File: config.mk
export PLATFORM = sky130hd
export DESIGN_NAME = stable_min_priority_queue_top
export DESIGN_NICKNAME = d
export VERILOG_FILES = /design/src/design/smpq_pkg.sv /design/src/design/stable_min_priority_queue_top.sv /design/src/design/smpq_ram.sv
export SDC_FILE = /design/constraint.sdc
export NUM_CORES = 1
export LEC_CHECK = 0
export ABC_CLOCK_PERIOD_IN_PS = 11830
export BUFFER_PORTS_ARGS = -buffer_cell sky130_fd_sc_hd__buf_2
export CAP_MARGIN = 10
export CORE_MARGIN = 2
export CORE_UTILIZATION = 60
export DETAILED_ROUTE_END_ITERATION = 6
export GPL_TIMING_DRIVEN = 0
export MAX_ROUTING_LAYER = met4
export PLACE_DENSITY = 0.88
export SETUP_SLACK_MARGIN = 0.4
export SYNTH_ARGS = -nofsm -noshare
export SYNTH_HDL_FRONTEND = slang
export SYNTH_SLANG_ARGS = --single-unit
export TNS_END_PERCENT = 1
File: constraint.sdc
create_clock -name clk_i -period 11.83 [get_ports clk_i]
set_clock_uncertainty 0.1 [all_clocks]
set_input_delay 0.5915 -clock clk_i [delete_from_list [all_inputs] [get_ports clk_i]]
set_output_delay 0.5915 -clock clk_i [all_outputs]
set_load 0.1 [all_outputs]
File: src/design/smpq_pkg.sv
// Shared types and status codes of the stable minimum priority queue.
package smpq_pkg;

  localparam int unsigned IdentWidth  = 16;
  localparam int unsigned LengthWidth = 16;
  localparam int unsigned OccWidth    = 5;

  localparam logic [1:0] ST_ENQUEUED = 2'd0;
  localparam logic [1:0] ST_DEQUEUED = 2'd1;
  localparam logic [1:0] ST_EMPTY    = 2'd2;
  localparam logic [1:0] ST_FULL     = 2'd3;

  localparam logic OP_ENQUEUE = 1'b0;
  localparam logic OP_DEQUEUE = 1'b1;

  typedef struct packed {
    logic                   operation;
    logic [IdentWidth-1:0]  job_ident;
    logic [LengthWidth-1:0] job_length;
  } smpq_req_t;

  typedef struct packed {
    logic [1:0]             status;
    logic [IdentWidth-1:0]  out_ident;
    logic [LengthWidth-1:0] out_length;
    logic [OccWidth-1:0]    occupancy;
  } smpq_rsp_t;

  typedef struct packed {
    logic [IdentWidth-1:0]  ident;
    logic [LengthWidth-1:0] length;
  } smpq_entry_t;

  localparam int unsigned EntryWidth = IdentWidth + LengthWidth;

endpackage

File: src/design/stable_min_priority_queue_top.sv
// Stable shortest-job-first queue: one item at a time.
// An empty dequeue, a full enqueue and an enqueue into an empty queue are
// answered from the idle state; a dequeue first reads the head; an enqueue
// walks over the stored jobs it passes one at a time, through the
// single read port of the job memory. busy is high until the result strobe.
// Reset clears the state, count, head pointer, walk position and strobe; memory contents are not cleared.
module stable_min_priority_queue_top
  import smpq_pkg::*;
#(
  parameter int unsigned QUEUE_DEPTH = 16
) (
  input  logic      clk_i,
  input  logic      rst_ni,
  input  logic      start,
  output logic      busy,
  input  smpq_req_t req_i,
  output logic      done_o,
  output smpq_rsp_t rsp_o
);

  // Address width of the job memory and width of the occupancy counter.
  localparam int unsigned AW = (QUEUE_DEPTH > 1) ? $clog2(QUEUE_DEPTH) : 1;
  localparam int unsigned SW = AW + 1;
  localparam int unsigned CW = $clog2(QUEUE_DEPTH + 1);

  // The stored jobs form a sorted ring: logical slot k lives at physical address
  // head + k, taken modulo the depth. A dequeue therefore only advances the head,
  // and an enqueue walks from the tail towards the head, moving each longer job
  // up by one slot until it meets a job whose length is less than or equal to the
  // new one. Stopping at equal lengths keeps jobs of equal length in arrival order.
  typedef enum logic [3:0] {
    S_IDLE  = 4'b0001,
    S_DEQ   = 4'b0010,
    S_SHIFT = 4'b0100,
    S_PLACE = 4'b1000
  } state_e;

  state_e      state_q, state_d;
  logic [AW-1:0] head_q, head_d;
  logic [CW-1:0] count_q, count_d;
  logic [CW-1:0] pos_q, pos_d;
  smpq_entry_t job_q, job_d;
  smpq_rsp_t   rsp_q, rsp_d;
  logic        done_q, done_d;

  logic          rd_en;
  logic [AW-1:0] rd_addr;
  logic          wr_en;
  logic [AW-1:0] wr_addr;
  smpq_entry_t   wr_data;
  logic [EntryWidth-1:0] rd_raw;
  smpq_entry_t   rd_data;

  // Map a logical slot to its physical address; the sum stays below twice the
  // depth, so one compare and subtract folds it back into range.
  function automatic logic [AW-1:0] phys(input logic [AW-1:0] head, input logic [CW-1:0] k);
    logic [SW-1:0] s;
    s = SW'(head) + SW'(k);
    if (s >= SW'(QUEUE_DEPTH)) begin
      s = s - SW'(QUEUE_DEPTH);
    end
    return s[AW-1:0];
  endfunction

  // The reported occupancy is the count folded into the low five bits.
  function automatic logic [OccWidth-1:0] occ(input logic [CW-1:0] c);
    logic [31:0] t;
    t = 32'(c);
    return t[OccWidth-1:0];
  endfunction

  smpq_ram #(
    .WIDTH (EntryWidth),
    .DEPTH (QUEUE_DEPTH)
  ) u_ram (
    .clk_i   (clk_i),
    .we_i    (wr_en),
    .waddr_i (wr_addr),
    .wdata_i (wr_data),
    .re_i    (rd_en),
    .raddr_i (rd_addr),
    .rdata_o (rd_raw)
  );

  assign rd_data = smpq_entry_t'(rd_raw);

  always_comb begin
    state_d = state_q;
    head_d  = head_q;
    count_d = count_q;
    pos_d   = pos_q;
    job_d   = job_q;
    rsp_d   = rsp_q;
    done_d  = 1'b0;
    rd_en   = 1'b0;
    rd_addr = '0;
    wr_en   = 1'b0;
    wr_addr = '0;
    wr_data = job_q;

    unique case (state_q)
      S_IDLE: begin
        if (start) begin
          job_d = '{ident: req_i.job_ident, length: req_i.job_length};
          if (req_i.operation == OP_DEQUEUE) begin
            if (count_q == '0) begin
              rsp_d  = '{status: ST_EMPTY, out_ident: '0, out_length: '0,
                         occupancy: occ(count_q)};
              done_d = 1'b1;
            end else begin
              // Fetch the head; the shortest job is always in logical slot zero.
              rd_en   = 1'b1;
              rd_addr = head_q;
              state_d = S_DEQ;
            end
          end else if (count_q == CW'(QUEUE_DEPTH)) begin
            rsp_d  = '{status: ST_FULL, out_ident: '0, out_length: '0,
                       occupancy: occ(count_q)};
            done_d = 1'b1;
          end else if (count_q == '0) begin
            wr_en   = 1'b1;
            wr_addr = head_q;
            wr_data = '{ident: req_i.job_ident, length: req_i.job_length};
            count_d = CW'(1);
            rsp_d   = '{status: ST_ENQUEUED, out_ident: '0, out_length: '0,
                        occupancy: occ(CW'(1))};
            done_d  = 1'b1;
          end else begin
            // Start the walk at the tail: read the last job, target the free slot.
            rd_en   = 1'b1;
            rd_addr = phys(head_q, count_q - CW'(1));
            pos_d   = count_q;
            state_d = S_SHIFT;
          end
        end
      end

      S_DEQ: begin
        rsp_d   = '{status: ST_DEQUEUED, out_ident: rd_data.ident,
                    out_length: rd_data.length, occupancy: occ(count_q - CW'(1))};
        done_d  = 1'b1;
        head_d  = phys(head_q, CW'(1));
        count_d = count_q - CW'(1);
        state_d = S_IDLE;
      end

      S_SHIFT: begin
        // The read data holds the job in logical slot pos - 1. The next read,
        // issued in the same cycle, targets pos - 2, which this walk never writes
        // before reading, so no forwarding is needed.
        wr_en   = 1'b1;
        wr_addr = phys(head_q, pos_q);
        if (rd_data.length > job_q.length) begin
          wr_data = rd_data;
          pos_d   = pos_q - CW'(1);
          if (pos_q == CW'(1)) begin
            state_d = S_PLACE;
          end else begin
            rd_en   = 1'b1;
            rd_addr = phys(head_q, pos_q - CW'(2));
          end
        end else begin
          wr_data = job_q;
          count_d = count_q + CW'(1);
          rsp_d   = '{status: ST_ENQUEUED, out_ident: '0, out_length: '0,
                      occupancy: occ(count_q + CW'(1))};
          done_d  = 1'b1;
          state_d = S_IDLE;
        end
      end

      S_PLACE: begin
        // Every stored job was longer: the new job becomes the head.
        wr_en   = 1'b1;
        wr_addr = head_q;
        wr_data = job_q;
        count_d = count_q + CW'(1);
        rsp_d   = '{status: ST_ENQUEUED, out_ident: '0, out_length: '0,
                    occupancy: occ(count_q + CW'(1))};
        done_d  = 1'b1;
        state_d = S_IDLE;
      end

      default: begin
        state_d = S_IDLE;
      end
    endcase
  end

  always_ff @(posedge clk_i or negedge rst_ni) begin
    if (!rst_ni) begin
      state_q <= S_IDLE;
      head_q  <= '0;
      count_q <= '0;
      pos_q   <= '0;
      done_q  <= 1'b0;
    end else begin
      state_q <= state_d;
      head_q  <= head_d;
      count_q <= count_d;
      pos_q   <= pos_d;
      done_q  <= done_d;
    end
  end

  always_ff @(posedge clk_i) begin
    job_q <= job_d;
    rsp_q <= rsp_d;
  end

  // A new transfer is taken only in the idle state; the result register is
  // refilled at most once per item, so the strobe lasts a single cycle.
  assign busy   = (state_q != S_IDLE);
  assign done_o = done_q;
  assign rsp_o  = rsp_q;

endmodule

File: src/design/smpq_ram.sv
// Generic simple dual-port RAM with one write port and one registered read port.
module smpq_ram #(
  parameter int unsigned WIDTH = 32,
  parameter int unsigned DEPTH = 16
) (
  input  logic                                    clk_i,
  input  logic                                    we_i,
  input  logic [(DEPTH > 1 ? $clog2(DEPTH) : 1)-1:0] waddr_i,
  input  logic [WIDTH-1:0]                        wdata_i,
  input  logic                                    re_i,
  input  logic [(DEPTH > 1 ? $clog2(DEPTH) : 1)-1:0] raddr_i,
  output logic [WIDTH-1:0]                        rdata_o
);

  logic [WIDTH-1:0] mem_q [DEPTH];
  logic [WIDTH-1:0] rdata_q;

  always_ff @(posedge clk_i) begin
    if (we_i) begin
      mem_q[waddr_i] <= wdata_i;
    end
    if (re_i) begin
      rdata_q <= mem_q[raddr_i];
    end
  end

  assign rdata_o = rdata_q;

endmodule
==> metrics.cfg <==
[setup_path]
reg2reg_to = u_ram.rdata_o[8]$_DFFE_PP_
critPathKind = register to register
crit_path_start_kind = register
rr_worst_depth = 11
critPathCaptureType = register
r2r-start = u_ram.rdata_o[14]$_DFFE_PP_
reg2reg_slack_ps = 6620
crit_required_ps = 12100
cp_max_fo = 10
critPathArrivalTime_ps = 5480

[hold_path]
hold_start = req_i[20]
hold_depth = 1
min_path_type = primary input to register
hold_end = job_q[20]$_DFFE_PP_

[yosys]
synth_fp_nets = 1903
synth_cells = 1833
yosysTopAreaCell = edfxtp_1
synth_top_area_share_pct = 70.42
synth_warnings = 0
synthSimpleGateAreaFrac_pct = 8.917
synthArstFlopShare_pct = 2.997
synth_area_um2 = 26230
synthMuxAreaShare_pct = 3.936
yosysSeqAreaShare_pct = 72.23
ys_types = 66
synth-main-ff-cell = edfxtp_1
ys_ff_latch = 634
synth-compound-area-share_pct = 9.990
syn_area_per_cell_um2 = 14.31
synth-xor-area-share_pct = 0.4675
synth_edf_count = 615
synth_area_leaders = edfxtp_1 (70%), nand2_1 (5.5%), a22oi_1 (2.6%)
synth_top_family_by_area = compound AO/OA/AOI/OAI gates
synth_fa_ha_area_share_pct = 1.708

[cells_and_area]
final_cell_mix = edfxtp_1 (615), nand2_1 (382), a21oi_1 (126)
instances_no_fill = 2619
antenna-diode-count = 0
final_common_cell = edfxtp_1
multi_input_area_um2 = 6698
seqCellArea_um2 = 18940
synthToLayoutAreaGrowth_pct = 13.35
drive_gt1_share_pct = 14.90
layout.nets = 2059
nFillCells = 2562

[power]
power_leakage_nw = 10.62
irDropWorstVdd_mv = 0.1350
power_density_nw_per_um2 = 220.5

[routing]
remaining_drc_errors = 9
drtIter0Drc = 3612
viasPerCell = 6.819
routedWlPerCell_um = 28.46
detail-route-antenna-nets = 0
drtPass1Iterations = 7
finalWirelength_um = 74550
vias = 17860

[timing]
finalSetupViolations = 0
slew_violations = 0
rsz0062_at_grt = no
worst_pin_slew_ps = 1104
relSlewSlack_pct = 26.39
period_share_pct = 44.03
fin_crit_ps = 5208
maxClockFrequency_mhz = 192.0
fin_setup_tns_ps = 0
hold_violations = 0
hold_slack_ps = 32.18

[floorplan]
rows = 76
die_h_um = 213.1
start_util_pct = 60.88
io_pins = 77
core_area_um2 = 43080
dieArea_um2 = 45400
die_x_um = 213.1

[cts]
postCtsSetupRepairBufs = 0
insertion_delay_ps = 650
cts_made_buffers = 59
htreeDepth = 2
clockRootBuffer = clkbuf_16
cts_buffer_depth = 3
cts.clk_slew.worst_paths_ps = 60
clock-sinks = 634
cts_tree = built

[global_route]
track_usage_pct = 34.25
grt_pass1_wl_um = 108500
grt_max_degree = 40
antenna_found_initial = 0
grt_pass1_vias = 17670
grt-ovfl-total = 0

[placement]
dp_hpwl_um = 47890
gp_congestion = 0.9118
dp_cells = 2511
io_buffer_count = 75

[run_status]
status = finished with violations
failed_checks = DRC

[run]
maxCapViolCount = 0

[kinds of logic (layout without fill, tap and decap cells)]
group,after synthesis,in the layout
buffers and inverters,141,342
and+or+nand+nor,543,543
muxes,99,99
adders and majority gates,34,34
xor gates and xnor gates,14,14
AOI/OAI and AO/OA,368,368
DFF,634,634
[registers in the layout, indices dropped and copies added, names as in the netlist]
signal         flops
u_ram.mem_q      512
done_o             1
rsp_o             39
state_q            4
u_ram.rdata_o     32
head_q             4
pos_q              5
count_q            5
job_q             32
[worst max path at each step]
stage | cells after the start | to | start
after detailed placement | 11 | u_ram.rdata_o[8]$_DFFE_PP_ | u_ram.rdata_o[14]$_DFFE_PP_
after CTS | 11 | u_ram.rdata_o[8]$_DFFE_PP_ | u_ram.rdata_o[14]$_DFFE_PP_
after global placement | 8 | rsp_o[19]$_DFFE_PP_ | u_ram.rdata_o[13]$_DFFE_PP_
after global routing | 11 | u_ram.rdata_o[27]$_DFFE_PP_ | u_ram.rdata_o[14]$_DFFE_PP_
after floorplan | 8 | rsp_o[0]$_DFFE_PP_ | u_ram.rdata_o[13]$_DFFE_PP_
final | 11 | u_ram.rdata_o[8]$_DFFE_PP_ | u_ram.rdata_o[14]$_DFFE_PP_
[routing by layer]
| layer | wire length, µm | part of all wire [%] | up-vias | track usage [%] |
|---|---|---|---|---|
| li1 | - | - | 7237 | - |
| met4 | 5350 | 7.2 | 0 | 22.14 |
| met5 | 0 | 0 | - | - |
| met1 | 23740 | 32 | 8422 | 41.04 |
| met2 | 34550 | 46 | 1798 | 52.40 |
| met3 | 10910 | 15 | 403 | 8.310 |
[power breakdown]
group          internal, mW  leakage, nW  switching (mW)
clock                  1.01        0.881           0.812
combinational         0.543         3.91            1.31
sequential             2.79         5.82          0.0977
total                  4.34         10.6            2.22
[cell type report]
cell class	instances	share of cell area, %
timing repair buffer	95	2.727
clock inverter	29	0.9302
tap	585	2.462
inverter	31	0.3956
buffer	110	2.033
clock buffer	77	5.194
multi-input combinational	1058	22.53
sequential	634	63.73
[synthesized netlist by cell type (all sizes together), types with 30 or more instances]
cell,n
clkbuf,47
a22oi,93
and2,34
nor2,43
buf,63
a32o,31
edfxtp,615
mux2,33
ha,31
nand2,383
mux2i,66
a21oi,126
inv,30
[worst max-delay path: stages, from the launching register on]
cell and delay (ps):
edfxtp_1 480, ha_1 360, nand4_1 250, nor4_1 670, a21boi_1 420, o31ai_4 190
nor2_2 430, a31oi_2 370, nor2_1 780, buf_2 500, a22oi_1 220, o221a_1 180
[through the flow]
| step | cell area [µm²] | worst slack [ps] | power (mW) | util [%] |
|---|---|---|---|---|
| 6_report | 29730 | 6622 | 6.555 | 69.01 |
| 5_1_grt | 29730 | 6694 | 6.706 | 69.01 |
| 4_1_cts | 29720 | 7028 | 6.478 | 69.00 |
| 3_5_place_dp | 27890 | 7127 | 4.677 | 64.75 |
| 3_3_place_gp | 27330 | 5382 | 4.568 | 63.45 |
| 2_1_floorplan | 26230 | 7215 | 4.076 | - |
[repair_timing]
item / CTS / global route
endpoints found under the hold margin: 18 / 0
hold buffers: 1 / 0
resized for setup: 0 / 0
(Power assumes the default switching activity.)
